## src/rtl/lpfd_pkg.sv

```systemverilog
package lpfd_pkg;

   localparam int unsigned HeaderBytes = 10;

   // Expected magic, upper case: "FBEB"
   localparam logic [3:0][7:0] MagicUpper = {8'h42, 8'h45, 8'h42, 8'h46};

   localparam logic [31:0] MaxLengthReset = 32'd4096;

   typedef enum logic [2:0] {
      PH_HEADER  = 3'b001,
      PH_PAYLOAD = 3'b010,
      PH_DISCARD = 3'b100
   } phase_type;

   typedef enum logic [2:0] {
      KIND_HEADER     = 3'd0,
      KIND_PAYLOAD    = 3'd1,
      KIND_BAD_MAGIC  = 3'd2,
      KIND_BAD_LENGTH = 3'd3,
      KIND_DISCARD    = 3'd4
   } kind_type;

   // request held in the input register
   typedef struct packed {
      logic       valid;
      logic       restart;
      logic [7:0] data_byte;
   } stage_type;

   typedef struct packed {
      kind_type    kind;
      logic [7:0]  payload_byte;
      logic [15:0] event_id;
      logic [31:0] message_length;
      logic        last;
   } rsp_item_type;

endpackage

```

## src/rtl/lpfd_in_stage.sv

```systemverilog
module lpfd_in_stage (
   input  logic                 clock,
   input  logic                 reset,
   input  logic                 req_valid,
   output logic                 req_ready,
   input  logic [7:0]           req_byte,
   input  logic                 req_restart,
   input  logic                 take,
   output lpfd_pkg::stage_type  stage
);

   logic       valid_ff;
   logic       valid_in;
   logic       restart_ff;
   logic [7:0] byte_ff;

   assign req_ready = !valid_ff || take;
   assign valid_in  = (req_valid && req_ready) || (valid_ff && !take);

   always_ff @(posedge clock) begin
      if (reset) begin
         valid_ff <= 1'b0;
      end else begin
         valid_ff <= valid_in;
      end
   end

   always_ff @(posedge clock) begin
      if (req_valid && req_ready) begin
         restart_ff <= req_restart;
         byte_ff    <= req_byte;
      end
   end

   assign stage.valid     = valid_ff;
   assign stage.restart   = restart_ff;
   assign stage.data_byte = byte_ff;

endmodule

```

## src/rtl/lpfd_parser.sv

```systemverilog
module lpfd_parser #(
   parameter int unsigned LENGTH_WIDTH = 32
) (
   input  logic                   clock,
   input  logic                   reset,
   input  logic                   csr_we,
   input  logic [31:0]            csr_wdata,
   input  lpfd_pkg::stage_type    stage,
   output logic                   take,
   output logic                   rsp_valid,
   input  logic                   rsp_ready,
   output lpfd_pkg::rsp_item_type rsp_item
);

   localparam logic [32:0] LenLimit = 33'd1 << LENGTH_WIDTH;

   logic [31:0]               max_len_ff;
   lpfd_pkg::phase_type       phase_ff, phase_in;
   logic [3:0]                hcount_ff, hcount_in;
   logic                      mismatch_ff, mismatch_in;
   logic [15:0]               event_ff, event_in;
   logic [31:0]               flen_ff, flen_in;
   logic [LENGTH_WIDTH-1:0]   pcount_ff, pcount_in;
   logic [LENGTH_WIDTH-1:0]   pcount_inc;
   logic                      rsp_valid_ff, rsp_valid_in;
   lpfd_pkg::rsp_item_type    rsp_ff, rsp_in;
   logic [7:0]                upper_byte;
   logic                      len_ok;

   assign take = stage.valid && (!rsp_valid_ff || rsp_ready);

   always_comb begin
      if (stage.data_byte inside {[8'h61:8'h7A]}) begin
         upper_byte = stage.data_byte - 8'h20;
      end else begin
         upper_byte = stage.data_byte;
      end
   end

   assign pcount_inc = pcount_ff + 1'b1;

   always_comb begin
      phase_in    = stage.restart ? lpfd_pkg::PH_HEADER : phase_ff;
      hcount_in   = stage.restart ? 4'd0 : hcount_ff;
      mismatch_in = stage.restart ? 1'b0 : mismatch_ff;
      event_in    = event_ff;
      flen_in     = flen_ff;
      pcount_in   = pcount_ff;
      len_ok      = 1'b0;
      rsp_in.kind         = lpfd_pkg::KIND_DISCARD;
      rsp_in.payload_byte = 8'd0;
      rsp_in.last         = 1'b0;

      case (phase_in)
         lpfd_pkg::PH_HEADER: begin
            if (hcount_in == 4'd0) begin
               event_in    = 16'd0;
               flen_in     = 32'd0;
               mismatch_in = 1'b0;
            end
            case (hcount_in)
               4'd0, 4'd1, 4'd2, 4'd3: begin
                  if (upper_byte != lpfd_pkg::MagicUpper[hcount_in[1:0]]) begin
                     mismatch_in = 1'b1;
                  end
               end
               4'd4: event_in[7:0]   = event_in[7:0] | stage.data_byte;
               4'd5: event_in[15:8]  = event_in[15:8] | stage.data_byte;
               4'd6: flen_in[7:0]    = flen_in[7:0] | stage.data_byte;
               4'd7: flen_in[15:8]   = flen_in[15:8] | stage.data_byte;
               4'd8: flen_in[23:16]  = flen_in[23:16] | stage.data_byte;
               4'd9: flen_in[31:24]  = flen_in[31:24] | stage.data_byte;
               default: ;
            endcase
            rsp_in.kind = lpfd_pkg::KIND_HEADER;
            len_ok = (flen_in != 32'd0) && (flen_in <= max_len_ff)
                     && ({1'b0, flen_in} < LenLimit);
            if (hcount_in >= 4'(lpfd_pkg::HeaderBytes - 1)) begin
               hcount_in = 4'd0;
               if (mismatch_in) begin
                  rsp_in.kind = lpfd_pkg::KIND_BAD_MAGIC;
                  phase_in    = lpfd_pkg::PH_DISCARD;
               end else if (!len_ok) begin
                  rsp_in.kind = lpfd_pkg::KIND_BAD_LENGTH;
                  phase_in    = lpfd_pkg::PH_DISCARD;
               end else begin
                  phase_in  = lpfd_pkg::PH_PAYLOAD;
                  pcount_in = '0;
               end
               mismatch_in = 1'b0;
            end else begin
               hcount_in = hcount_in + 4'd1;
            end
         end
         lpfd_pkg::PH_PAYLOAD: begin
            rsp_in.kind         = lpfd_pkg::KIND_PAYLOAD;
            rsp_in.payload_byte = stage.data_byte;
            pcount_in           = pcount_inc;
            if (32'(pcount_inc) >= flen_ff) begin
               rsp_in.last = 1'b1;
               pcount_in   = '0;
               phase_in    = lpfd_pkg::PH_HEADER;
               hcount_in   = 4'd0;
               mismatch_in = 1'b0;
            end
         end
         default: begin
            rsp_in.kind = lpfd_pkg::KIND_DISCARD;
         end
      endcase

      rsp_in.event_id       = event_in;
      rsp_in.message_length = flen_in;
   end

   assign rsp_valid_in = take || (rsp_valid_ff && !rsp_ready);

   always_ff @(posedge clock) begin
      if (reset) begin
         max_len_ff   <= lpfd_pkg::MaxLengthReset;
         phase_ff     <= lpfd_pkg::PH_HEADER;
         hcount_ff    <= 4'd0;
         mismatch_ff  <= 1'b0;
         event_ff     <= 16'd0;
         flen_ff      <= 32'd0;
         pcount_ff    <= '0;
         rsp_valid_ff <= 1'b0;
      end else begin
         if (csr_we) begin
            max_len_ff <= csr_wdata;
         end
         if (take) begin
            phase_ff    <= phase_in;
            hcount_ff   <= hcount_in;
            mismatch_ff <= mismatch_in;
            event_ff    <= event_in;
            flen_ff     <= flen_in;
            pcount_ff   <= pcount_in;
         end
         rsp_valid_ff <= rsp_valid_in;
      end
   end

   always_ff @(posedge clock) begin
      if (take) begin
         rsp_ff <= rsp_in;
      end
   end

   assign rsp_valid = rsp_valid_ff;
   assign rsp_item  = rsp_ff;

endmodule

```

## src/rtl/length_prefixed_frame_deframer.sv

```systemverilog
// channel   dir  handshake              payload
// -------   ---  ---------------------  --------------------------------------------
// req       in   req_tvalid/req_tready  tdata: data_byte; tuser: restart
// rsp       out  rsp_tvalid/rsp_tready  tdata: payload_byte, event_id, message_length;
//                                        tuser: kind; tlast: last
// csr       in   csr_we                 csr_wdata: max_message_length
//
// One request per cycle sustained while rsp_tready is high, one response per request,
// registered in the input register, then parser state and response register.
// Reset is synchronous; it returns the parser to header reading and sets
// max_message_length back to 4096.
// While rsp_tready is low the response holds and the input register takes one
// more request; req_tready then drops until the response is taken.
module length_prefixed_frame_deframer #(
   parameter int unsigned LENGTH_WIDTH = 32
) (
   input  logic        clock,
   input  logic        reset,
   // request channel
   input  logic        req_tvalid,
   output logic        req_tready,
   input  logic [7:0]  req_tdata,   // [7:0] data_byte
   input  logic [0:0]  req_tuser,   // [0] restart
   // response channel
   output logic        rsp_tvalid,
   input  logic        rsp_tready,
   output logic [55:0] rsp_tdata,   // [7:0] payload_byte, [23:8] event_id,
                                    // [55:24] message_length
   output logic [2:0]  rsp_tuser,   // [2:0] kind
   output logic        rsp_tlast,   // last payload byte of a frame
   // configuration
   input  logic        csr_we,
   input  logic [31:0] csr_wdata    // max_message_length
);

   lpfd_pkg::stage_type    stage;
   lpfd_pkg::rsp_item_type rsp_item;
   logic                   take;

   // input register: parts the request side from the parser
   lpfd_in_stage u_in_stage (
      .clock       (clock),
      .reset       (reset),
      .req_valid   (req_tvalid),
      .req_ready   (req_tready),
      .req_byte    (req_tdata),
      .req_restart (req_tuser[0]),
      .take        (take),
      .stage       (stage)
   );

   // header/payload parser, frame state and response register
   lpfd_parser #(
      .LENGTH_WIDTH (LENGTH_WIDTH)
   ) u_parser (
      .clock     (clock),
      .reset     (reset),
      .csr_we    (csr_we),
      .csr_wdata (csr_wdata),
      .stage     (stage),
      .take      (take),
      .rsp_valid (rsp_tvalid),
      .rsp_ready (rsp_tready),
      .rsp_item  (rsp_item)
   );

   assign rsp_tdata = {rsp_item.message_length, rsp_item.event_id, rsp_item.payload_byte};
   assign rsp_tuser = rsp_item.kind;
   assign rsp_tlast = rsp_item.last;

`ifndef SYNTHESIS
   // last only ever marks a payload byte
   a_last_is_payload: assert property (@(posedge clock) disable iff (reset)
      rsp_tvalid && rsp_tlast |-> rsp_tuser == lpfd_pkg::KIND_PAYLOAD)
      else $error("tlast on a non-payload response");

   // payload byte field is zero outside payload responses
   a_payload_zero: assert property (@(posedge clock) disable iff (reset)
      rsp_tvalid && (rsp_tuser != lpfd_pkg::KIND_PAYLOAD) |-> rsp_tdata[7:0] == 8'd0)
      else $error("payload byte set on a non-payload response");

   // backpressure only when both the input register and the response are held
   a_ready_only_stalled: assert property (@(posedge clock) disable iff (reset)
      !req_tready |-> rsp_tvalid && !rsp_tready)
      else $error("req_tready low without a stalled response");
`endif

endmodule
```

## config.mk

```make
export PLATFORM = sky130hd
export DESIGN_NAME = length_prefixed_frame_deframer
export DESIGN_NICKNAME = d
export VERILOG_FILES = /design/src/rtl/lpfd_pkg.sv /design/src/rtl/lpfd_in_stage.sv /design/src/rtl/lpfd_parser.sv /design/src/rtl/length_prefixed_frame_deframer.sv
export SDC_FILE = /design/constraint.sdc
export NUM_CORES = 1
export LEC_CHECK = 0
export BUFFER_PORTS_ARGS = -buffer_cell sky130_fd_sc_hd__buf_4
export CAP_MARGIN = 20
export CORE_MARGIN = 2
export CORE_UTILIZATION = 60
export CTS_CLUSTER_SIZE = 8
export DETAILED_ROUTE_END_ITERATION = 6
export HOLD_SLACK_MARGIN = 0.15
export PLACE_DENSITY = 0.9
export SYNTH_ARGS = -nofsm -noshare
export SYNTH_HDL_FRONTEND = slang
export SYNTH_SLANG_ARGS = --single-unit
```

## constraint.sdc

```tcl
create_clock -name clock -period 12.8 [get_ports clock]
set_input_delay 3.2 -clock clock [delete_from_list [all_inputs] [get_ports clock]]
set_output_delay 3.2 -clock clock [all_outputs]
set_load 0.02 [all_outputs]
```

# After elaboration in Yosys (flattened, before gate mapping)
# Cells that the tools add are included.
# op_classes
add_sub_neg,3
magnitude_cmp,6
n_eq_ne,15
n_mux,47
bitwise_logic,6
n_reduce_logical,19
# ops
operator,count
$mux W32,7
$mux W8,12
$pmux W32 S2,1
$mux W16,3
$or A8 B8 Y8,6
$add A32 B1 Y32 const B,1
$ge A32 B32 Y1,1
$le A32 B32 Y1,1
$reduce_bool A32 Y1,1
$mux W3,7
$bmux W8 S2,1
$eq A4 B3 Y1 const B,4
$mux W4,3
$pmux W3 S2,2
$eq A4 B2 Y1 const B,2
$eq A4 B4 Y1 const B,2
$ge A8 B7 Y1 const B,1
$le A8 B7 Y1 const B,1
$mux W1,8
$ne A8 B8 Y1,1
$pmux W4 S2,1
$sub A8 B6 Y8 const B,1
$logic_and A1 B1 Y1,6
$reduce_and A5 Y1,1
other kinds (15),22
# totals
ff_bits,191
input_bits,46
wordCells,112

# Logic depth before layout (Yosys ltp)
# Gate-level depths: netlist of run 1.
# logic_depth
word_depth,13
ltp_mapped,22

# Cells and area by module
# A second synthesis of run 1 with hierarchy kept.
# unflattened
cells_unflattened,1083
area_unflattened_um2,10049.6
# modules_own_cells
mod,instances,cells_each,area_each_um2,seq_area_each_um2
lpfd_parser,1,1067,9709.3,4224.1
lpfd_in_stage,1,16,340.3,290.3

# Worst setup path after synthesis of run 1
# OpenSTA, ideal clock, no wires.
# synth_path
path_kind,input to output
start,in rsp_tready
end,out req_tready
arrival_ps,3552
path_slack_ps,6048
stages,2
cell_sequence,nor2b_1 -> nand2_1
# synth_between
elab_chain_cells,3
# synth_lines
item,line_no,text
"start, declared",length_prefixed_frame_deframer.sv:26,"input logic rsp_tready,"
$logic_or A1 B1 Y1,lpfd_parser.sv:30,assign take = stage.valid && (!rsp_valid_ff || rsp_ready);
$logic_and A1 B1 Y1,lpfd_parser.sv:30,
$logic_or A1 B1 Y1,lpfd_in_stage.sv:17,assign req_ready = !valid_ff || take;
"end, declared",length_prefixed_frame_deframer.sv:21,"output logic req_tready,"
# No other way between the ends.

# Worst setup path in the final report of run 1
# Ends and elaborated chain as after synthesis.

==> results of run 1 <==
[placed cells by master (no fill, tap or decap), types with 6 or more instances in the layout]
cell type,instances
sky130_fd_sc_hd__a21oi_1,107
sky130_fd_sc_hd__o21ai_0,47
sky130_fd_sc_hd__o211ai_1,6
sky130_fd_sc_hd__nand2_1,134
sky130_fd_sc_hd__inv_1,86
sky130_fd_sc_hd__or3_1,6
sky130_fd_sc_hd__and2_1,12
sky130_fd_sc_hd__nor4_1,8
sky130_fd_sc_hd__o32ai_1,13
sky130_fd_sc_hd__nand3_1,31
sky130_fd_sc_hd__a22o_1,69
sky130_fd_sc_hd__clkbuf_16,17
sky130_fd_sc_hd__a211oi_2,7
sky130_fd_sc_hd__nand4_1,40
sky130_fd_sc_hd__a21o_1,10
sky130_fd_sc_hd__dfxtp_1,122
sky130_fd_sc_hd__and3_1,9
sky130_fd_sc_hd__a211oi_1,7
sky130_fd_sc_hd__ha_1,71
sky130_fd_sc_hd__mux2i_1,31
sky130_fd_sc_hd__buf_4,115
sky130_fd_sc_hd__xnor2_1,28
sky130_fd_sc_hd__nand4b_1,10
sky130_fd_sc_hd__edfxtp_1,69
sky130_fd_sc_hd__nor2_1,67
[stage by stage]
| stage | utilization (%) | hold WS, ns | setup slack, ns | instance area (um2) | std cells |
|---|---|---|---|---|---|
| final | 69.5 | 0.461 | 5.81 | 11900 | 1438 |
| after global routing | 69.5 | 0.484 | 5.76 | 11900 | 1438 |
| after CTS | 69.5 | 0.459 | 5.82 | 11900 | 1438 |
| after detailed placement | 66.0 | 0.448 | 5.82 | 11300 | 1406 |
| after global placement | 65.9 | 0.441 | 5.84 | 11300 | 1405 |
| after floorplan | - | 0.437 | 6.05 | 10400 | 1140 |
[flip-flops by register name, indices dropped and copies added (netlist names)]
register / cells
u_parser.event_ff: 16
u_parser.phase_ff: 3
u_parser.max_len_ff: 32
u_parser.hcount_ff: 4
u_in_stage.valid_ff: 1
u_parser.flen_ff: 32
u_parser.rsp_valid: 1
u_parser.pcount_ff: 32
u_in_stage.byte_ff: 8
u_parser.mismatch_ff: 1
u_in_stage.restart_ff: 1
u_parser.rsp_item: 60
[cells in the mapped netlist, types with 6 or more instances]
library cell / number
sky130_fd_sc_hd__nand2_1: 134
sky130_fd_sc_hd__dfxtp_1: 122
sky130_fd_sc_hd__a21oi_1: 107
sky130_fd_sc_hd__inv_1: 86
sky130_fd_sc_hd__ha_1: 71
sky130_fd_sc_hd__a22o_1: 69
sky130_fd_sc_hd__edfxtp_1: 69
sky130_fd_sc_hd__nor2_1: 67
sky130_fd_sc_hd__clkbuf_1: 60
sky130_fd_sc_hd__o21ai_0: 47
sky130_fd_sc_hd__nand4_1: 40
sky130_fd_sc_hd__mux2i_1: 31
sky130_fd_sc_hd__nand3_1: 31
sky130_fd_sc_hd__xnor2_1: 28
sky130_fd_sc_hd__o32ai_1: 13
sky130_fd_sc_hd__and2_1: 12
sky130_fd_sc_hd__a21o_1: 10
sky130_fd_sc_hd__buf_2: 10
sky130_fd_sc_hd__nand4b_1: 10
sky130_fd_sc_hd__and3_1: 9
sky130_fd_sc_hd__nor4_1: 8
sky130_fd_sc_hd__a211oi_1: 7
sky130_fd_sc_hd__a211oi_2: 7
sky130_fd_sc_hd__nand2b_1: 6
sky130_fd_sc_hd__o211ai_1: 6
sky130_fd_sc_hd__or3_1: 6
[worst min-delay path: cells and delay by family (launching register included)]
kind	cells	cell delay [ns]
AOI/OAI and AO/OA	1	0.05
DFF	1	0.31
and+or+nand+nor	1	0.05
[cells by family (layout without fill, tap and decap cells)]
kind of cell,count (synthesis),after routing
AO/OA/AOI/OAI,296,296
XOR/XNOR,33,33
adder cells (fa/ha/maj),71,71
buffers and inverters,164,237
flip-flops,191,191
multiplexers,31,31
AND/OR/NAND/NOR,354,354
[final timing paths]
kind | to | slack (ns) | cells past startpoint
hold reg to reg | u_parser.event_ff[8] | 0.46 | 2
setup reg to reg | u_parser.pcount_ff[29] | 6.69 | 14
hold / removal | u_parser.event_ff[8] | 0.46 | 2
setup / recovery | req_tready | 5.81 | 4
[layout make-up]
class / count / area (um2)
inverters: 89 / 335
clock inverters: 13 / 154
well taps: 225 / 282
flip-flops and latches: 191 / 4510
clock buffers: 19 / 443
fillers: 1178 / 5220
multi-input cells: 785 / 5280
repair buffers: 116 / 891
[power groups by stage]
stage | logic (W) | clock network [W] | registers, W
2_1_floorplan | 0.0000518 | 0 | 0.000671
3_3_place_gp | 0.0000874 | 0 | 0.000671
3_5_place_dp | 0.0000913 | 0 | 0.000672
4_1_cts | 0.0000922 | 0.000544 | 0.000659
5_1_grt | 0.000100 | 0.000565 | 0.000660
6_report | 0.0000934 | 0.000545 | 0.000660
[per-layer routing]
metal | track usage, % | up-vias | wire, um
li1 | - | 4249 | -
met1 | 40.5 | 4477 | 10900
met2 | 51.7 | 660 | 13700
met3 | 6.79 | 133 | 3300
met4 | 14.9 | 0 | 1440
met5 | 0 | - | 0
==> results summary, run 1 <==
Yosys printed 0 warnings. The post-route minimum period is 6.99 ns. After layout, the worst path uses 54.6% of the clock period. The number of enable flip-flop cells after synthesis is 69. Post-CTS timing repair inserted 0 buffers for setup. The largest fanout of any net on the critical path is 4.

The number of iterations in the first detailed-routing pass came out at 6. The fraction of registers with async set/reset came out at 0%. The portion of total power attributed to sequential cells is 50.8%. The path category of the worst min-delay check is register to register. The number of synthesized register bits is 191.

Data on the critical path is required at its endpoint by 9.60 ns. The region available for standard cell placement spans 17,100 um2. Across the VDD grid, the largest voltage drop is 0.000102 V. For this run, design rule violations remaining after detail routing come to 0. Summed over all instances, the cell type with the most area after synthesis is sky130_fd_sc_hd__dfxtp_1. The buffers plus inverters on the worst setup path came out at 2. The mux contribution to synthesized area came out at 2.98%. The number of input and output port buffers inserted came out at 107. The number of standard-cell rows in the floorplan came out at 48.

The number of I/O pins is 108. The total wirelength of the detailed-routed design came out at 29,400 um. The die is 136 um wide. The synthesis-to-layout area growth is 14.1%.

The switching power summed over all nets came out at 0.000323 W. Counting the buffers created by CTS gives 17. The proportion of power drawn by the clock network came out at 42.0%. The timing-limited maximum frequency came out at 0.143 GHz. The initial utilization of the core area, before any placement, comes to 60.9%.

The launch point of the critical path is rsp_tready. The routed length per placed instance came out at 20.4 um. The clock sink total is 191. The via density per instance is 6.62. The synthesized netlist devotes 8.52% of its cell area to adder and majority cells.

The share of Yosys cell area claimed by the top area cell type came out at 23.4%. The clock insertion delay at the later pin of the skew report came out at 0.45 ns. The mean post-synth cell area came out at 9.14 um2. The height of the die came out at 136 um.

The final hold violation count came out at 0. The flow ran to the end, and the final reports show no timing, DRC or antenna violations. The post-synthesis xor/xnor area fraction is 2.77%. The count of antenna diodes in the layout is 0. The post-synthesis net count came out at 1,257. The via count of the first global-routing pass is 8,704. The portion of the post-synthesis area used by sequential elements came out at 43.3%. Setup repair after global routing left no endpoint under its margin.

The worst pin sits at a relative slew slack of 28.0%. The post-synthesis cell type count is 62. The tree is rooted in a sky130_fd_sc_hd__clkbuf_16. The cell area after synthesis came out at 10,400 um2. The arrival time of data at the critical path endpoint came out at 3.79 ns.

The count of maximum capacitance violations is 0. Summing over every cut layer, the via total after detailed routing is 9,519. The initial antenna violation count is 0.

TritonCTS built the clock tree. The floorplan step defined a die boundary enclosing 18,400 um2. The first-iteration detailed-routing DRC count is 1,636. The number of slew-limit violations in the final report came out at 0. The count of mapped cells out of synthesis came out at 1,140. In this design, the largest share of critical-path delay is due to simple AND/OR/NAND/NOR gates. Routability-driven placement finished with a final weighted congestion of 0.935. By startpoint and endpoint, the worst setup path is classified as primary input to primary output. The maximum level of the CTS H-tree came out at 4.

The main flop type after synthesis is sky130_fd_sc_hd__dfxtp_1. The largest clock skew in the final design is 0.0100 ns. The total power of the final layout is 0.00130 W.

At the pin with the least slew margin, the transition time is 1.07 ns. The source of the worst register-to-register timing path is u_in_stage.restart_ff. The critical path goes through buf_4, nor2b_1, nand2_1, buf_4. The leakage power came out at 4.59 nW.

In this run switching power makes up 24.9% of total power. The cell that appears most often on the critical path is sky130_fd_sc_hd__buf_4. Setup violations remaining at the end of the flow were counted as 0.

The global-route wire length before repair is 45,700 um. The final-stage net count came out at 1,317. The power per cell area came out at 109 nW/um2. After synthesis, the cell types taking the most area are sky130_fd_sc_hd__dfxtp_1 (23%), sky130_fd_sc_hd__edfxtp_1 (20%), sky130_fd_sc_hd__ha_1 (8.5%), sky130_fd_sc_hd__a22o_1 (5.8%), sky130_fd_sc_hd__a21oi_1 (5.1%).

The delay of the slowest cell on the worst path came out at 0.21 ns. The clock passes through at most 2 buffers. Cell internal power was estimated by the tool at 0.000975 W. For this design, the CTS-stage hold fixing added 0 buffers. The launch instance of the worst min-delay path is u_parser.event_ff[8]. The overall track demand over capacity in global routing is 31.8%. The post-synthesis share of cell area spent on and, or, nand and nor gates came out at 16.9%. The wire-length estimate of the detail-placed layout is 19,300 um. The total of cells resized after clock tree synthesis came out at 0.

The total congestion overflow is 0. In the final timing run, aggregate negative setup slack is 0 ns. The clock edge transition at the registers on the reported setup and hold paths came out at 0.07 ns. By area, the combinational part of the netlist is dominated by compound AO/OA/AOI/OAI gates. The capturing element type of the critical path is a primary output. The synthesized netlist devotes 19.3% of its cell area to compound gates. Among all stages on the critical path, the largest delay is contributed by sky130_fd_sc_hd__nor2b_1. The relative contribution of combinational cells to total power is 7.2%. STA classifies the critical path startpoint as a primary input.

The proportion of layout cells with a drive suffix above 1 came out at 14.4%. The final antenna-violating net count is 0. Entering global routing, the biggest net connects 70 pins.
No activity file was read; power rests on OpenSTA's default activity.
==> inputs of run 2 (changes only) <==
- CORE_UTILIZATION: 60 -> 54
- PLACE_DENSITY: 0.9 -> 0.86
- clock period: 12.8 -> 5.83 ns (I/O delays scaled with it)
==> results summary, run 2 (same netlist as run 1, synthesis figures left out) <==
The total via count in the routed design is 9,276 (-2.6%). The post-route minimum period came out at 5.27 ns. The synthesis-to-layout area growth is 14.9%. The total power of the final layout is 0.00283 W (+120%). The maximum level of the CTS H-tree was 4 (unchanged). The worst-case headroom to the max-slew limit came to 22.6% (-5.4 points). The most common cell after layout, fill and taps aside is sky130_fd_sc_hd__nand2_1. The placeable core region was 18,800 um2 (+10%).

The multi-input combinational cell area is 5270 um2 (-0.12%). The leakage power is 4.62 nW (+0.80%). The number of input and output port buffers inserted is 107 (unchanged).

The pin count of the biggest net entering global routing is 92 (+31%). The routed length per placed instance came out at 18.8 um (-7.9%). The count of antenna diodes in the layout is 0 (unchanged). The buffers plus inverters on the worst setup path came out at 3 (+1). The routability congestion estimate came out at 0.927 (-0.85%). The clock sink total came to 191 (unchanged). TritonCTS built the clock tree. The largest fanout of any net on the critical path was 27 (+23). The DRC violation count after routing came to 0 (unchanged). The clock insertion delay at the later pin of the skew report came out at 0.45 ns (about the same). The power per cell area is 236 nW/um2 (+120%).

The period utilization is 90.4%. The die extent in x is 143 um (+5.2%). The initial antenna violation count came out at 0 (unchanged). The height of the die came out at 143 um (+5.2%). The proportion of layout cells with a drive suffix above 1 came out at 14.9% (+0.50 points). The post-CTS setup buffer count is 0 (unchanged).

The critical path goes through inv_2, nand2_1, ha_1, nand2_1, buf_4, a22o_1, ha_1, nand4_2, or4_4, o32a_4, o41ai_2, buf_4, nand3_1, o32ai_1. The flow ran to the end, and the final reports show no timing, DRC or antenna violations. The final antenna-violating net count is 0 (unchanged). The clock edge transition at the registers on the reported setup and hold paths came out at 0.07 ns (about the same). The total congestion overflow is 0 (unchanged).

The number of flip-flops in the largest register came out at 60 (unchanged). The critical path start-end classification is register to register. The final hold violation count is 0 (unchanged). The via density per instance is 6.27 (-5.3%). The slowest stage of the critical path is the sky130_fd_sc_hd__edfxtp_1 cell. The global-route wire length before repair is 43,900 um (-3.8%). The number of iterations in the first detailed-routing pass is 7 (+1). Setup repair after global routing left no endpoint under its margin. The estimated wirelength of the detail-placed design is 18,800 um (-2.4%). The worst setup path is captured at a register. The arrival time of data at the critical path endpoint is 5.62 ns (+1.83 ns). The global routing's busiest layer is met2. The setup violation total in the final timing report came out at 0 (unchanged). The setup TNS came out at 0 ns (unchanged). The delay of the slowest cell on the worst path is 0.82 ns (+0.61 ns).

The path category of the worst min-delay check is register to register. The met1 track demand over resource is 35.8% (-4.7 points). The overall track demand over capacity in global routing came out at 27.4% (-4.4 points). The first-iteration detailed-routing DRC count came out at 1,148 (-30%). Clock tree synthesis selected as its root buffer the cell sky130_fd_sc_hd__clkbuf_16. The fill cell total of the finished layout is 1,445 (+23%). The highest ir drop seen on vdd is 0.000226 V (+120%). The slew at the pin closest to its max-slew limit is 1.15 ns (+0.0800 ns). The critical path data required time came out at 6.18 ns (-3.42 ns).

The total wirelength of the detailed-routed design is 27,800 um (-5.3%). The met3 track demand over resource came out at 5.20% (-1.6 points). The total of cells resized after clock tree synthesis is 0 (unchanged). The final-stage net count came out at 1,323 (+0.46%). The maximum count of clock buffers along a single path is 2 (unchanged).

The met2 usage came out at 43.8% (-7.9 points). The timing-limited maximum frequency is 0.190 GHz. The top cell types in the final layout, fill and taps aside, are sky130_fd_sc_hd__nand2_1 (134), sky130_fd_sc_hd__dfxtp_1 (122), sky130_fd_sc_hd__buf_4 (121). The count of maximum capacitance violations is 0 (unchanged). The number of buffers inserted by hold repair at cts came out at 0 (unchanged). The area of the die came to 20,400 um2 (+11%). The number of I/O pins is 108 (unchanged). Among cell families on the critical path, the largest total delay comes from simple AND/OR/NAND/NOR gates.

The effective utilization at floorplan is 55.4% (-5.5 points). The number of standard-cell rows in the floorplan is 50 (+4.2%). The largest clock skew in the final design is 0.0147 ns (+0.00469 ns).

STA classifies the critical path startpoint as a register. The number of slew-limit violations in the final report came out at 0 (unchanged). The number of CTS-inserted buffers came out at 17 (unchanged). The via count of the first global-routing pass was 8,421 (-3.3%). The combined flip-flop and latch cell area came out at 4510 um2 (unchanged).
[run 2: worst paths after layout]
check             slack [ns]  depth (start not counted)                   from               endpoint
setup / recovery        0.56                         14  u_in_stage.restart_ff  u_parser.pcount_ff[6]
hold reg to reg         0.46                          2   u_parser.event_ff[0]   u_parser.event_ff[0]
hold / removal          0.46                          2   u_parser.event_ff[0]   u_parser.event_ff[0]
setup reg to reg        0.56                         14  u_in_stage.restart_ff  u_parser.pcount_ff[6]
[run 2: final cells by class]
cell class / instances / share of cell area [%]
multi-input cells: 785 / 44.0
flip-flops and latches: 191 / 37.7
repair buffers: 122 / 7.71
clock buffers: 18 / 3.76
inverters: 89 / 2.80
well taps: 260 / 2.72
clock inverters: 14 / 1.32
[run 2: through the flow]
step / cells / util, % / hold WS, ns / setup slack (ns) / instance area (um2)
CTS: 1479 / 63.6 / 0.456 / 0.722 / 12000
detailed placement: 1447 / 60.4 / 0.447 / 0.796 / 11400
global route: 1479 / 63.6 / 0.485 / 0.266 / 12000
finish: 1479 / 63.6 / 0.456 / 0.560 / 12000
global placement: 1446 / 60.3 / 0.441 / 0.950 / 11400
floorplan: 1140 / - / 0.437 / 1.46 / 10400
[run 2: worst register-to-register path: cells and delay by family, from the launching register on]
family	cells	cell delay, ns
adders and majority gates	2	0.89
buffers and inverters	3	0.69
and+or+nand+nor	5	1.42
DFF	1	0.82
AOI/OAI and AO/OA	4	1.35
[run 2: routing by layer]
layer  up-vias  share of wire, %  routed length, um
met3       103                11               3000
met2       601                46              12700
met4         0               4.6               1270
li1       4257                 -                  -
met5         -                 0                  0
met1      4315                39              10800
[run 2: where the power goes]
group	internal, W	switching, W	total (W)	leakage (nW)
clock	0.000601	0.000581	0.00118	0.296
combinational	0.0000737	0.000130	0.000204	2.67
sequential	0.00141	0.0000354	0.00145	1.66
